`src/image_chunk_base64_framer_unit_macros.svh`:
```
// Assertion helpers used by the framer control module.
`ifndef IMAGE_CHUNK_BASE64_FRAMER_UNIT_MACROS_SVH
`define IMAGE_CHUNK_BASE64_FRAMER_UNIT_MACROS_SVH

// Condition implies consequence in the same cycle.
`define ICBF_ASSERT_IMP(label, clk, rst, ante, cons) \
   label: assert property (@(posedge clk) disable iff (rst) (ante) |-> (cons)) \
      else $error("icbf same-cycle check failed");

// Condition implies consequence in the next cycle.
`define ICBF_ASSERT_NXT(label, clk, rst, ante, cons) \
   label: assert property (@(posedge clk) disable iff (rst) (ante) |=> (cons)) \
      else $error("icbf next-cycle check failed");

`endif

```
`src/icbf_pkg.sv`:
```
package icbf_pkg;

   localparam int IDW  = 32;
   localparam int DIMW = 16;
   localparam int CNTW = 34;
   localparam int BCDW = 40;
   localparam int DIGN = 10;

   localparam logic [7:0] CH_ESC  = 8'h1B;
   localparam logic [7:0] CH_BSL  = 8'h5C;
   localparam logic [7:0] CH_EQ   = 8'h3D;
   localparam logic [7:0] CH_SEMI = 8'h3B;
   localparam logic [7:0] CH_ZERO = 8'h30;
   localparam logic [7:0] CH_ONE  = 8'h31;

   // header script codes that are not literal characters
   localparam logic [7:0] CODE_END  = 8'h00;
   localparam logic [7:0] CODE_ID   = 8'h01;
   localparam logic [7:0] CODE_W    = 8'h02;
   localparam logic [7:0] CODE_H    = 8'h03;
   localparam logic [7:0] CODE_MORE = 8'h04;

   localparam logic [5:0] SCRIPT_FIRST = 6'd0;
   localparam logic [5:0] SCRIPT_NEXT  = 6'd33;

   localparam logic [1:0] KIND_LIT = 2'd0;
   localparam logic [1:0] KIND_NUM = 2'd1;
   localparam logic [1:0] KIND_END = 2'd2;

   localparam logic [1:0] REG_ID = 2'd0;
   localparam logic [1:0] REG_W  = 2'd1;
   localparam logic [1:0] REG_H  = 2'd2;

   typedef struct packed {
      logic take;
      logic plan;
      logic hdr_lit;
      logic conv_load;
      logic conv_step;
      logic dig_begin;
      logic dig_emit;
      logic grp_shift;
      logic grp_emit;
      logic pad_emit;
      logic term_emit;
      logic finish;
   } cmd_type;

   typedef struct packed {
      logic       emit_ok;
      logic       zero_size;
      logic       hdr_needed;
      logic [1:0] kind;
      logic       conv_done;
      logic       dig_last;
      logic       grp_full;
      logic       end_needed;
      logic       pad_needed;
      logic       sub_last3;
      logic       sub_last1;
   } status_type;

   function automatic logic [7:0] script_char(input logic [5:0] p);
      logic [7:0] c;
      unique case (p)
         6'd0:  c = CH_ESC;
         6'd1:  c = "_";
         6'd2:  c = "G";
         6'd3:  c = "a";
         6'd4:  c = "=";
         6'd5:  c = "T";
         6'd6:  c = ",";
         6'd7:  c = "f";
         6'd8:  c = "=";
         6'd9:  c = "3";
         6'd10: c = "2";
         6'd11: c = ",";
         6'd12: c = "i";
         6'd13: c = "=";
         6'd14: c = CODE_ID;
         6'd15: c = ",";
         6'd16: c = "q";
         6'd17: c = "=";
         6'd18: c = "2";
         6'd19: c = ",";
         6'd20: c = "s";
         6'd21: c = "=";
         6'd22: c = CODE_W;
         6'd23: c = ",";
         6'd24: c = "v";
         6'd25: c = "=";
         6'd26: c = CODE_H;
         6'd27: c = ",";
         6'd28: c = "m";
         6'd29: c = "=";
         6'd30: c = CODE_MORE;
         6'd31: c = CH_SEMI;
         6'd32: c = CODE_END;
         6'd33: c = CH_ESC;
         6'd34: c = "_";
         6'd35: c = "G";
         6'd36: c = "i";
         6'd37: c = "=";
         6'd38: c = CODE_ID;
         6'd39: c = ",";
         6'd40: c = "q";
         6'd41: c = "=";
         6'd42: c = "2";
         6'd43: c = ",";
         6'd44: c = "m";
         6'd45: c = "=";
         6'd46: c = CODE_MORE;
         6'd47: c = CH_SEMI;
         default: c = CODE_END;
      endcase
      return c;
   endfunction

   function automatic logic [7:0] b64_char(input logic [5:0] v);
      logic [7:0] c;
      if (v < 6'd26) begin
         c = 8'h41 + {2'b00, v};
      end else if (v < 6'd52) begin
         c = 8'h61 + {2'b00, v} - 8'd26;
      end else if (v < 6'd62) begin
         c = 8'h30 + {2'b00, v} - 8'd52;
      end else if (v == 6'd62) begin
         c = "+";
      end else begin
         c = "/";
      end
      return c;
   endfunction

   function automatic logic [5:0] b64_pick(input logic [23:0] v, input logic [1:0] k);
      logic [5:0] s;
      unique case (k)
         2'd0: s = v[23:18];
         2'd1: s = v[17:12];
         2'd2: s = v[11:6];
         2'd3: s = v[5:0];
      endcase
      return s;
   endfunction

endpackage

```
`src/icbf_req_if.sv`:
```
interface icbf_req_if;
   logic       valid;
   logic       ready;
   logic [7:0] pixel_byte;
   modport source (output valid, output pixel_byte, input ready);
   modport sink (input valid, input pixel_byte, output ready);
endinterface

```
`src/icbf_rsp_if.sv`:
```
interface icbf_rsp_if;
   logic       valid;
   logic       ready;
   logic [7:0] out_char;
   logic       run_last;
   logic       chunk_end;
   logic       image_end;
   modport source (output valid, output out_char, output run_last, output chunk_end,
                   output image_end, input ready);
   modport sink (input valid, input out_char, input run_last, input chunk_end,
                 input image_end, output ready);
endinterface

```
`src/image_chunk_base64_framer_unit.sv`:
```
// One byte per word in, one character per word out; a byte is accepted only in idle.
// A byte that completes no group is only buffered; a completed group emits 4 characters.
// A chunk header emits its script characters and each decimal number from a
// 32-step binary-to-BCD conversion; a chunk close adds up to 6 output characters.
// Synchronous active-high reset: counters cleared, image_id 1, size 0, output empty.
module image_chunk_base64_framer_unit #(
   parameter int CHUNK_BYTES = 3072
) (
   input  logic        clock,
   input  logic        reset,
   icbf_req_if.sink    req_chan,
   icbf_rsp_if.source  rsp_chan,
   input  logic        psel,
   input  logic        penable,
   input  logic        pwrite,
   input  logic [3:0]  paddr,
   input  logic [31:0] pwdata,
   output logic [31:0] prdata,
   output logic        pready
);
   import icbf_pkg::*;

   cmd_type     cmd;
   status_type  st;
   logic [31:0] image_id;
   logic [15:0] image_width;
   logic [15:0] image_height;
   logic [33:0] total_bytes;
   logic        zero_size;

   icbf_csr u_csr (
      .clock        (clock),
      .reset        (reset),
      .psel         (psel),
      .penable      (penable),
      .pwrite       (pwrite),
      .paddr        (paddr),
      .pwdata       (pwdata),
      .prdata       (prdata),
      .pready       (pready),
      .image_id     (image_id),
      .image_width  (image_width),
      .image_height (image_height),
      .total_bytes  (total_bytes),
      .zero_size    (zero_size)
   );

   icbf_dp #(.CHUNK_BYTES(CHUNK_BYTES)) u_dp (
      .clock        (clock),
      .reset        (reset),
      .cmd          (cmd),
      .st           (st),
      .pixel_byte   (req_chan.pixel_byte),
      .image_id     (image_id),
      .image_width  (image_width),
      .image_height (image_height),
      .total_bytes  (total_bytes),
      .zero_size    (zero_size),
      .rsp_valid    (rsp_chan.valid),
      .rsp_ready    (rsp_chan.ready),
      .out_char     (rsp_chan.out_char),
      .run_last     (rsp_chan.run_last),
      .chunk_end    (rsp_chan.chunk_end),
      .image_end    (rsp_chan.image_end)
   );

   icbf_ctrl u_ctrl (
      .clock     (clock),
      .reset     (reset),
      .req_valid (req_chan.valid),
      .req_ready (req_chan.ready),
      .st        (st),
      .cmd       (cmd)
   );

endmodule

```
`src/icbf_csr.sv`:
```
module icbf_csr (
   input  logic        clock,
   input  logic        reset,
   input  logic        psel,
   input  logic        penable,
   input  logic        pwrite,
   input  logic [3:0]  paddr,
   input  logic [31:0] pwdata,
   output logic [31:0] prdata,
   output logic        pready,
   output logic [31:0] image_id,
   output logic [15:0] image_width,
   output logic [15:0] image_height,
   output logic [33:0] total_bytes,
   output logic        zero_size
);
   import icbf_pkg::*;

   logic [IDW-1:0]  id_ff, id_in;
   logic [DIMW-1:0] width_ff, width_in;
   logic [DIMW-1:0] height_ff, height_in;
   logic [31:0]     prod_ff, prod_in;
   logic            wr;

   assign wr = psel && penable && pwrite;

   always_comb begin
      id_in     = id_ff;
      width_in  = width_ff;
      height_in = height_ff;
      if (wr) begin
         priority case (paddr[3:2])
            REG_ID: id_in     = pwdata;
            REG_W:  width_in  = pwdata[DIMW-1:0];
            REG_H:  height_in = pwdata[DIMW-1:0];
            default: ;
         endcase
      end
      prod_in = width_ff * height_ff;
   end

   always_ff @(posedge clock) begin
      if (reset) begin
         id_ff     <= 32'd1;
         width_ff  <= '0;
         height_ff <= '0;
         prod_ff   <= '0;
      end else begin
         id_ff     <= id_in;
         width_ff  <= width_in;
         height_ff <= height_in;
         prod_ff   <= prod_in;
      end
   end

   always_comb begin
      priority case (paddr[3:2])
         REG_ID:  prdata = id_ff;
         REG_W:   prdata = {16'd0, width_ff};
         REG_H:   prdata = {16'd0, height_ff};
         default: prdata = '0;
      endcase
   end

   assign pready       = 1'b1;
   assign image_id     = id_ff;
   assign image_width  = width_ff;
   assign image_height = height_ff;
   assign total_bytes  = {prod_ff, 2'b00};
   assign zero_size    = (width_ff == '0) || (height_ff == '0);

endmodule

```
`src/icbf_dp.sv`:
```
module icbf_dp #(
   parameter int CHUNK_BYTES = 3072
) (
   input  logic              clock,
   input  logic              reset,
   input  icbf_pkg::cmd_type cmd,
   output icbf_pkg::status_type st,
   input  logic [7:0]        pixel_byte,
   input  logic [31:0]       image_id,
   input  logic [15:0]       image_width,
   input  logic [15:0]       image_height,
   input  logic [33:0]       total_bytes,
   input  logic              zero_size,
   output logic              rsp_valid,
   input  logic              rsp_ready,
   output logic [7:0]        out_char,
   output logic              run_last,
   output logic              chunk_end,
   output logic              image_end
);
   import icbf_pkg::*;

   localparam int CPW = (CHUNK_BYTES > 2) ? $clog2(CHUNK_BYTES) : 1;

   logic [7:0]      byte_ff, byte_in;
   logic [CNTW-1:0] bt_ff, bt_in;
   logic [CPW-1:0]  cpos_ff, cpos_in;
   logic [15:0]     gb_ff, gb_in;
   logic [1:0]      fill_ff, fill_in;
   logic            first_ff, first_in;
   logic            last_ff, last_in;
   logic            more_ff, more_in;
   logic            wend_ff, wend_in;
   logic            wgrp_ff, wgrp_in;
   logic            hdr_ff, hdr_in;
   logic [5:0]      sp_ff, sp_in;
   logic [31:0]     cv_ff, cv_in;
   logic [BCDW-1:0] bcd_ff, bcd_in;
   logic [4:0]      ccnt_ff, ccnt_in;
   logic [3:0]      di_ff, di_in;
   logic [1:0]      sub_ff, sub_in;
   logic            ov_ff, ov_in;
   logic [7:0]      oc_ff, oc_in;
   logic            orl_ff, orl_in;
   logic            oce_ff, oce_in;
   logic            oie_ff, oie_in;

   logic [7:0]      code;
   logic [BCDW-1:0] bcd_adj;
   logic [3:0]      top_dig;
   logic [23:0]     gv;
   logic [23:0]     pv;
   logic            emit_ok;
   logic            emit;
   logic [34:0]     bt_next;
   logic [34:0]     bt_more;

   assign code    = script_char(sp_ff);
   assign gv      = {gb_ff, byte_ff};
   assign pv      = (fill_ff == 2'd1) ? {gb_ff[7:0], 16'd0} : {gb_ff, 8'd0};
   assign emit_ok = !ov_ff || rsp_ready;
   assign emit    = cmd.hdr_lit || cmd.dig_emit || cmd.grp_emit || cmd.pad_emit ||
                    cmd.term_emit;
   assign bt_next = {1'b0, bt_ff} + 35'd1;
   assign bt_more = {1'b0, bt_ff} + 35'(CHUNK_BYTES);

   always_comb begin
      for (int i = 0; i < DIGN; i++) begin
         bcd_adj[4*i +: 4] = (bcd_ff[4*i +: 4] >= 4'd5) ? bcd_ff[4*i +: 4] + 4'd3
                                                         : bcd_ff[4*i +: 4];
      end
      top_dig = '0;
      for (int i = 0; i < DIGN; i++) begin
         if (bcd_ff[4*i +: 4] != 4'd0) top_dig = 4'(i);
      end
   end

   always_comb begin
      byte_in  = byte_ff;
      bt_in    = bt_ff;
      cpos_in  = cpos_ff;
      gb_in    = gb_ff;
      fill_in  = fill_ff;
      first_in = first_ff;
      last_in  = last_ff;
      more_in  = more_ff;
      wend_in  = wend_ff;
      wgrp_in  = wgrp_ff;
      hdr_in   = hdr_ff;
      sp_in    = sp_ff;
      cv_in    = cv_ff;
      bcd_in   = bcd_ff;
      ccnt_in  = ccnt_ff;
      di_in    = di_ff;
      sub_in   = sub_ff;
      ov_in    = ov_ff && !rsp_ready;
      oc_in    = oc_ff;
      orl_in   = orl_ff;
      oce_in   = oce_ff;
      oie_in   = oie_ff;

      if (cmd.take) byte_in = pixel_byte;

      if (cmd.plan) begin
         last_in = bt_next >= {1'b0, total_bytes};
         more_in = bt_more < {1'b0, total_bytes};
         wend_in = (cpos_ff == CPW'(CHUNK_BYTES - 1)) || (bt_next >= {1'b0, total_bytes});
         wgrp_in = fill_ff == 2'd2;
         hdr_in  = cpos_ff == '0;
         sp_in   = first_ff ? SCRIPT_NEXT : SCRIPT_FIRST;
      end

      if (cmd.hdr_lit) begin
         sp_in = sp_ff + 6'd1;
      end

      if (cmd.conv_load) begin
         priority case (code)
            CODE_ID: cv_in = image_id;
            CODE_W:  cv_in = {16'd0, image_width};
            default: cv_in = {16'd0, image_height};
         endcase
         bcd_in  = '0;
         ccnt_in = '0;
      end

      if (cmd.conv_step) begin
         bcd_in  = {bcd_adj[BCDW-2:0], cv_ff[31]};
         cv_in   = {cv_ff[30:0], 1'b0};
         ccnt_in = ccnt_ff + 5'd1;
      end

      if (cmd.dig_begin) di_in = top_dig;

      if (cmd.dig_emit) begin
         if (di_ff == 4'd0) begin
            sp_in = sp_ff + 6'd1;
         end else begin
            di_in = di_ff - 4'd1;
         end
      end

      if (cmd.grp_shift) begin
         gb_in   = {gb_ff[7:0], byte_ff};
         fill_in = fill_ff + 2'd1;
      end

      if (cmd.grp_emit || cmd.pad_emit) begin
         sub_in = sub_ff + 2'd1;
         if (cmd.grp_emit && sub_ff == 2'd3) begin
            gb_in   = '0;
            fill_in = '0;
         end
      end

      if (cmd.term_emit) begin
         sub_in = (sub_ff == 2'd1) ? 2'd0 : sub_ff + 2'd1;
      end

      if (cmd.finish) begin
         bt_in    = last_ff ? '0 : bt_ff + 34'd1;
         cpos_in  = wend_ff ? '0 : cpos_ff + CPW'(1);
         first_in = !last_ff && (first_ff || hdr_ff);
         sub_in   = '0;
         if (wend_ff) begin
            gb_in   = '0;
            fill_in = '0;
         end
      end

      if (emit) begin
         ov_in  = 1'b1;
         orl_in = 1'b0;
         oce_in = 1'b0;
         oie_in = 1'b0;
         priority if (cmd.hdr_lit) begin
            oc_in  = (code == CODE_MORE) ? (more_ff ? CH_ONE : CH_ZERO) : code;
            orl_in = (code == CH_SEMI) && !wgrp_ff && !wend_ff;
         end else if (cmd.dig_emit) begin
            oc_in = CH_ZERO + {4'd0, bcd_ff[4*di_ff +: 4]};
         end else if (cmd.grp_emit) begin
            oc_in  = b64_char(b64_pick(gv, sub_ff));
            orl_in = (sub_ff == 2'd3) && !wend_ff;
         end else if (cmd.pad_emit) begin
            oc_in = (sub_ff <= fill_ff) ? b64_char(b64_pick(pv, sub_ff)) : CH_EQ;
         end else begin
            oc_in = (sub_ff == 2'd0) ? CH_ESC : CH_BSL;
            if (sub_ff == 2'd1) begin
               orl_in = 1'b1;
               oce_in = 1'b1;
               oie_in = last_ff;
            end
         end
      end
   end

   always_ff @(posedge clock) begin
      if (reset) begin
         bt_ff    <= '0;
         cpos_ff  <= '0;
         gb_ff    <= '0;
         fill_ff  <= '0;
         first_ff <= 1'b0;
         sp_ff    <= '0;
         ccnt_ff  <= '0;
         di_ff    <= '0;
         sub_ff   <= '0;
         ov_ff    <= 1'b0;
      end else begin
         bt_ff    <= bt_in;
         cpos_ff  <= cpos_in;
         gb_ff    <= gb_in;
         fill_ff  <= fill_in;
         first_ff <= first_in;
         sp_ff    <= sp_in;
         ccnt_ff  <= ccnt_in;
         di_ff    <= di_in;
         sub_ff   <= sub_in;
         ov_ff    <= ov_in;
      end
   end

   always_ff @(posedge clock) begin
      byte_ff <= byte_in;
      last_ff <= last_in;
      more_ff <= more_in;
      wend_ff <= wend_in;
      wgrp_ff <= wgrp_in;
      hdr_ff  <= hdr_in;
      cv_ff   <= cv_in;
      bcd_ff  <= bcd_in;
      oc_ff   <= oc_in;
      orl_ff  <= orl_in;
      oce_ff  <= oce_in;
      oie_ff  <= oie_in;
   end

   always_comb begin
      st.emit_ok    = emit_ok;
      st.zero_size  = zero_size;
      st.hdr_needed = cpos_ff == '0;
      if (code == CODE_END) begin
         st.kind = KIND_END;
      end else if (code == CODE_ID || code == CODE_W || code == CODE_H) begin
         st.kind = KIND_NUM;
      end else begin
         st.kind = KIND_LIT;
      end
      st.conv_done  = ccnt_ff == 5'd31;
      st.dig_last   = di_ff == 4'd0;
      st.grp_full   = fill_ff == 2'd2;
      st.end_needed = wend_ff;
      st.pad_needed = fill_ff != 2'd0;
      st.sub_last3  = sub_ff == 2'd3;
      st.sub_last1  = sub_ff == 2'd1;
   end

   assign rsp_valid = ov_ff;
   assign out_char  = oc_ff;
   assign run_last  = orl_ff;
   assign chunk_end = oce_ff;
   assign image_end = oie_ff;

endmodule

```
`src/icbf_ctrl.sv`:
```
`include "image_chunk_base64_framer_unit_macros.svh"

module icbf_ctrl (
   input  logic                 clock,
   input  logic                 reset,
   input  logic                 req_valid,
   output logic                 req_ready,
   input  icbf_pkg::status_type st,
   output icbf_pkg::cmd_type    cmd
);
   import icbf_pkg::*;

   localparam logic [3:0] S_IDLE = 4'd0;
   localparam logic [3:0] S_PLAN = 4'd1;
   localparam logic [3:0] S_HDR  = 4'd2;
   localparam logic [3:0] S_CONV = 4'd3;
   localparam logic [3:0] S_DSET = 4'd4;
   localparam logic [3:0] S_DIG  = 4'd5;
   localparam logic [3:0] S_GRP  = 4'd6;
   localparam logic [3:0] S_ECHK = 4'd7;
   localparam logic [3:0] S_PAD  = 4'd8;
   localparam logic [3:0] S_TERM = 4'd9;
   localparam logic [3:0] S_FIN  = 4'd10;

   logic [3:0] state_ff, state_in;

   assign req_ready = state_ff == S_IDLE;

   always_comb begin
      state_in = state_ff;
      cmd      = '0;
      unique case (state_ff)
         S_IDLE: begin
            if (req_valid) begin
               cmd.take = 1'b1;
               if (!st.zero_size) state_in = S_PLAN;
            end
         end
         S_PLAN: begin
            cmd.plan = 1'b1;
            state_in = st.hdr_needed ? S_HDR : S_GRP;
         end
         S_HDR: begin
            priority if (st.kind == KIND_END) begin
               state_in = S_GRP;
            end else if (st.kind == KIND_NUM) begin
               cmd.conv_load = 1'b1;
               state_in      = S_CONV;
            end else if (st.emit_ok) begin
               cmd.hdr_lit = 1'b1;
            end
         end
         S_CONV: begin
            cmd.conv_step = 1'b1;
            if (st.conv_done) state_in = S_DSET;
         end
         S_DSET: begin
            cmd.dig_begin = 1'b1;
            state_in      = S_DIG;
         end
         S_DIG: begin
            if (st.emit_ok) begin
               cmd.dig_emit = 1'b1;
               if (st.dig_last) state_in = S_HDR;
            end
         end
         S_GRP: begin
            if (st.grp_full) begin
               if (st.emit_ok) begin
                  cmd.grp_emit = 1'b1;
                  if (st.sub_last3) state_in = S_ECHK;
               end
            end else begin
               cmd.grp_shift = 1'b1;
               state_in      = S_ECHK;
            end
         end
         S_ECHK: begin
            if (!st.end_needed) begin
               state_in = S_FIN;
            end else begin
               state_in = st.pad_needed ? S_PAD : S_TERM;
            end
         end
         S_PAD: begin
            if (st.emit_ok) begin
               cmd.pad_emit = 1'b1;
               if (st.sub_last3) state_in = S_TERM;
            end
         end
         S_TERM: begin
            if (st.emit_ok) begin
               cmd.term_emit = 1'b1;
               if (st.sub_last1) state_in = S_FIN;
            end
         end
         S_FIN: begin
            cmd.finish = 1'b1;
            state_in   = S_IDLE;
         end
         default: state_in = S_IDLE;
      endcase
   end

   always_ff @(posedge clock) begin
      if (reset) begin
         state_ff <= S_IDLE;
      end else begin
         state_ff <= state_in;
      end
   end

   `ICBF_ASSERT_IMP(a_emit_room, clock, reset, (cmd.hdr_lit || cmd.dig_emit || cmd.grp_emit || cmd.pad_emit || cmd.term_emit), st.emit_ok)
   `ICBF_ASSERT_NXT(a_fin_idle, clock, reset, (state_ff == S_FIN), (state_ff == S_IDLE))
   `ICBF_ASSERT_NXT(a_conv_dset, clock, reset, (state_ff == S_CONV && st.conv_done), (state_ff == S_DSET))
   `ICBF_ASSERT_NXT(a_zero_hold, clock, reset, (state_ff == S_IDLE && req_valid && st.zero_size), (state_ff == S_IDLE))

endmodule
```
`src/flat_wrapper.sv`:
```
// flat-port wrapper written by rule: the top's interface ports become plain ports
module image_chunk_base64_framer_unit_flat import icbf_pkg::*;
#(
   parameter int CHUNK_BYTES = 3072
)
  (clock, reset, psel, penable, pwrite, paddr, pwdata, prdata, pready, req_chan_valid, req_chan_pixel_byte, req_chan_ready, rsp_chan_valid, rsp_chan_out_char, rsp_chan_run_last, rsp_chan_chunk_end, rsp_chan_image_end, rsp_chan_ready);
  icbf_req_if req_chan_i ();
  icbf_rsp_if rsp_chan_i ();
  input  logic clock;
  input  logic reset;
  input  logic psel;
  input  logic penable;
  input  logic pwrite;
  input  logic [3:0] paddr;
  input  logic [31:0] pwdata;
  output logic [31:0] prdata;
  output logic pready;
  input wire logic [$bits(req_chan_i.valid)-1:0] req_chan_valid;
  input wire logic [$bits(req_chan_i.pixel_byte)-1:0] req_chan_pixel_byte;
  output wire logic [$bits(req_chan_i.ready)-1:0] req_chan_ready;
  output wire logic [$bits(rsp_chan_i.valid)-1:0] rsp_chan_valid;
  output wire logic [$bits(rsp_chan_i.out_char)-1:0] rsp_chan_out_char;
  output wire logic [$bits(rsp_chan_i.run_last)-1:0] rsp_chan_run_last;
  output wire logic [$bits(rsp_chan_i.chunk_end)-1:0] rsp_chan_chunk_end;
  output wire logic [$bits(rsp_chan_i.image_end)-1:0] rsp_chan_image_end;
  input wire logic [$bits(rsp_chan_i.ready)-1:0] rsp_chan_ready;
  assign req_chan_i.valid = req_chan_valid;
  assign req_chan_i.pixel_byte = req_chan_pixel_byte;
  assign req_chan_ready = req_chan_i.ready;
  assign rsp_chan_valid = rsp_chan_i.valid;
  assign rsp_chan_out_char = rsp_chan_i.out_char;
  assign rsp_chan_run_last = rsp_chan_i.run_last;
  assign rsp_chan_chunk_end = rsp_chan_i.chunk_end;
  assign rsp_chan_image_end = rsp_chan_i.image_end;
  assign rsp_chan_i.ready = rsp_chan_ready;
  image_chunk_base64_framer_unit #(.CHUNK_BYTES(CHUNK_BYTES)) u_core (.clock(clock), .reset(reset), .req_chan(req_chan_i), .rsp_chan(rsp_chan_i), .psel(psel), .penable(penable), .pwrite(pwrite), .paddr(paddr), .pwdata(pwdata), .prdata(prdata), .pready(pready));
endmodule
```
`config.mk`:
```
export PLATFORM = sky130hd
export DESIGN_NAME = image_chunk_base64_framer_unit_flat
export DESIGN_NICKNAME = d
export VERILOG_FILES = /design/src/icbf_pkg.sv /design/src/icbf_req_if.sv /design/src/icbf_rsp_if.sv /design/src/image_chunk_base64_framer_unit.sv /design/src/icbf_csr.sv /design/src/icbf_dp.sv /design/src/icbf_ctrl.sv /design/src/flat_wrapper.sv
export VERILOG_INCLUDE_DIRS = /design/src /design/src/src
export SDC_FILE = /design/constraint.sdc
export NUM_CORES = 1
export LEC_CHECK = 0
export BUFFER_PORTS_ARGS = -buffer_cell sky130_fd_sc_hd__buf_2
export CAP_MARGIN = 0
export CORE_MARGIN = 1.5
export CORE_UTILIZATION = 60
export CTS_CLUSTER_SIZE = 24
export DETAILED_ROUTE_END_ITERATION = 6
export HOLD_SLACK_MARGIN = 0.03
export PLACE_DENSITY = 0.78
export SYNTH_ARGS = -nofsm -noshare
export SYNTH_HDL_FRONTEND = slang
export SYNTH_SLANG_ARGS = --single-unit
```
`constraint.sdc`:
```
create_clock -name clock -period 7.39 [get_ports clock]
set_input_delay 0.3695 -clock clock [delete_from_list [all_inputs] [get_ports clock]]
set_output_delay 0.3695 -clock clock [all_outputs]
set_load 0.01 [all_outputs]
```
==> metrics <==
Clock Sinks 286; yosys warns 0; number of synthesized flops with an enable pin 95; Post-Synthesis Cells 2,998; Std-Cell Rows 75; most frequent cells in the layout 435 x nand2_1, 335 x inv_1, 217 x ha_1; Pre-Repair DR Iteration Count 6; Worst EP arrival 7.42 ns; Worst R2R Path Depth 19; P&R area growth vs syn 8.33%; critical path type register to register; final setup TNS 0 ns; Core Region 0.0420 mm2; Post-Route WL 63,000 um; Pwr Total 3.90 mW; final hold viol count 0; Period minus WS final 6.99 ns; CP Capture Type register; clk buf depth 3; CP Max Fanout 20; Layout Cells excl Fill 3,577; RSZ-0062 raised after global routing false; multiplexer area fraction after synthesis 0.0352; placer congestion estimate 0.923; die span in y 210 um; H-tree depth 2; r2r setup slk 0.40 ns; final antenna-violating net count 0; layout cell share with drive strength beyond 1 0.0859; mapped cell area 0.0256 mm2; Cell Pwr Density 140 mW/mm2; Chip Width 210 um; Slew Limit Fails 0; Max Freq 143 MHz; Final Setup Violations 0; commonest non-fill, non-tap cell in the layout nand2_1; io pins 97; first-pass GRT wire length 106,000 um; CTS root buf clkbuf_16; Hold Crit Class input port to register; element type at the critical path start register; clk_skew 0.0221 ns; Post-Synth Simple-Gate Area 0.192; Synth Area in Compound Gates 0.142; total grt overflow 0; nets 3,473; average size of a mapped cell 8.55 um2; Adder-Cell Fraction of Synth Area 0.257; Die ar. 0.0440 mm2; status completed; cell total after placement 3,505; CTS buffer count 35; leakage power total 12.1 nW; IO Port Bufs 93; vias in the first global route 21,502; HPWL Detailed 47,000 um; fin util 0.661; DR WL/cell 17.6 um; max capacitance violation total 0; worst slew pin tran 1.20 ns; initial antenna violation count 0; Required @ worst endpoint 7.82 ns; Global Route Usage Sum 0.292; worst hold slack 0.0696 ns; worst vdd ir 0.000157 V; synth unique cells 93; n_diodes 0; DR vias 21,543; XOR/XNOR Fraction of Synth Area 0.0366; Post-Syn Nets 3,460; # DRC 0; Top FF cell, synth dfxtp_1; largest family of logic cells by synthesized area adder cells; Relative slew margins 0.196; Post-CTS Setup Bufs 0; Async SR Flop Fraction 0; clock latency on the worst-skew pair 0.55 ns; Starting DRT DRC Count 1,671; Seq/Total Area, Yosys 0.260; Final period util 0.946; TritonCTS clock tree yes; Min-Delay Path Depth 3; largest net degree at the start of global routing 77; Synth Register Bits 286; via/cell ratio 6.02; initial core utilization 0.610; Clock Pin Slew Worst Setup and Hold Paths 0.06 ns
## Yosys cell counts, types with 18 or more instances
library cell	n	area share
ha_1	217	0.11
xnor2_1	59	0.020
nand2b_1	28	0.0068
xor2_1	48	0.016
and3_1	20	0.0049
clkbuf_1	150	0.022
a22o_1	39	0.013
o21ai_0	123	0.024
dfxtp_1	191	0.15
nand2_1	436	0.064
nand4_1	33	0.0081
edfxtp_1	95	0.11
a211oi_1	18	0.0053
inv_1	335	0.049
nand3_1	47	0.0092
mux2i_1	47	0.018
and2_1	141	0.034
a22oi_1	19	0.0056
nor3_1	57	0.011
nor2_1	198	0.029
a21oi_1	196	0.038
a21o_1	34	0.010
fa_1	194	0.15
## state kept, by name, summed over array words and instances (netlist names), 2 cells and up
register,cells
u_core.u_csr.image_height,16
u_core.u_dp.fill_ff,2
u_core.u_dp.ccnt_ff,5
u_core.u_csr.prod_ff,32
u_core.u_dp.gb_ff,16
u_core.u_dp.bcd_ff,40
u_core.u_csr.image_width,16
u_core.u_ctrl.state_ff,4
u_core.u_dp.di_ff,4
u_core.u_dp.out_char,8
u_core.u_dp.bt_ff,34
u_core.u_dp.cpos_ff,12
u_core.u_dp.byte_ff,8
u_core.u_dp.sp_ff,6
u_core.u_dp.code,7
u_core.u_csr.image_id,32
u_core.u_dp.sub_ff,2
u_core.u_dp.cv_ff,32
## cell families after synthesis
group,after synthesis
AND/OR/NAND/NOR,1045
AO/OA/AOI/OAI,568
buffers and inverters,510
adder cells (fa/ha/maj),411
flip-flops,286
XOR/XNOR,107
multiplexers,70
other,1
## cell type report
cell class,instances,area [um2]
Clock buffer,49,1030
Clock inverter,15,179
Fill cell,3417,14300
Inverter,339,1280
Multi-Input combinational cell,2202,17000
Sequential cell,286,6680
Tap cell,539,674
Timing Repair Buffer,147,893
## report_power, final
| part | internal, mW | leakage, nW | switching [mW] | total [mW] |
|---|---|---|---|---|
| Clock | 1.09 | 0.584 | 0.697 | 1.78 |
| Sequential | 1.68 | 2.50 | 0.0691 | 1.75 |
| Combinational | 0.130 | 8.97 | 0.232 | 0.362 |
| Total | 2.90 | 12.1 | 0.998 | 3.90 |
## metrics by stage
stage	instance area, um2	setup slack (ns)
2_1_floorplan	25600	0.965
3_3_place_gp	26500	0.639
3_5_place_dp	26500	0.478
4_1_cts	27800	0.486
5_1_grt	27800	0.152
6_report	27800	0.401
## metal layers
metal / part of all wire / track usage / vias to the layer above
li1: - / - / 10098
met1: 0.41 / 0.378 / 10399
met2: 0.49 / 0.500 / 884
met3: 0.068 / 0.0349 / 162
met4: 0.036 / 0.120 / 0
met5: 0 / 0 / -
## final timing paths
| kind | from | to |
|---|---|---|
| worst max-delay path | u_core.u_csr.image_height[9]$_SDFFE_PP0P_ | u_core.u_csr.prod_ff[30]$_SDFF_PP0_ |
| worst min-delay path | pwdata[22] | u_core.u_csr.image_id[22]$_SDFFE_PP0P_ |
| worst max register to register | u_core.u_csr.image_height[9]$_SDFFE_PP0P_ | u_core.u_csr.prod_ff[30]$_SDFF_PP0_ |
| worst min register to register | u_core.u_csr.image_id[20]$_SDFFE_PP0P_ | u_core.u_csr.image_id[20]$_SDFFE_PP0P_ |
## worst max-delay path: stages (launching register included)
cell and delay, ns:
dfxtp_1 0.84, nand2_1 0.17, fa_1 0.54, fa_1 0.51
inv_1 0.05, fa_1 0.47, fa_1 0.54, fa_1 0.56
inv_1 0.06, fa_1 0.53, inv_1 0.04, ha_1 0.37
a21oi_1 0.21, nor2_1 0.07, a211oi_1 0.49, a21oi_1 0.15
a211o_1 0.35, a211oi_1 0.40, a21bo_2 0.21, mux2_2 0.32
## timing repair
action | 4_1_cts | 5_1_grt
gates resized for setup | 0 | 0
endpoints found under the setup margin | 0 | 0
hold endpoints to repair | 8 | 0
hold buffers | 8 | 0
(Power assumes the default switching activity.)
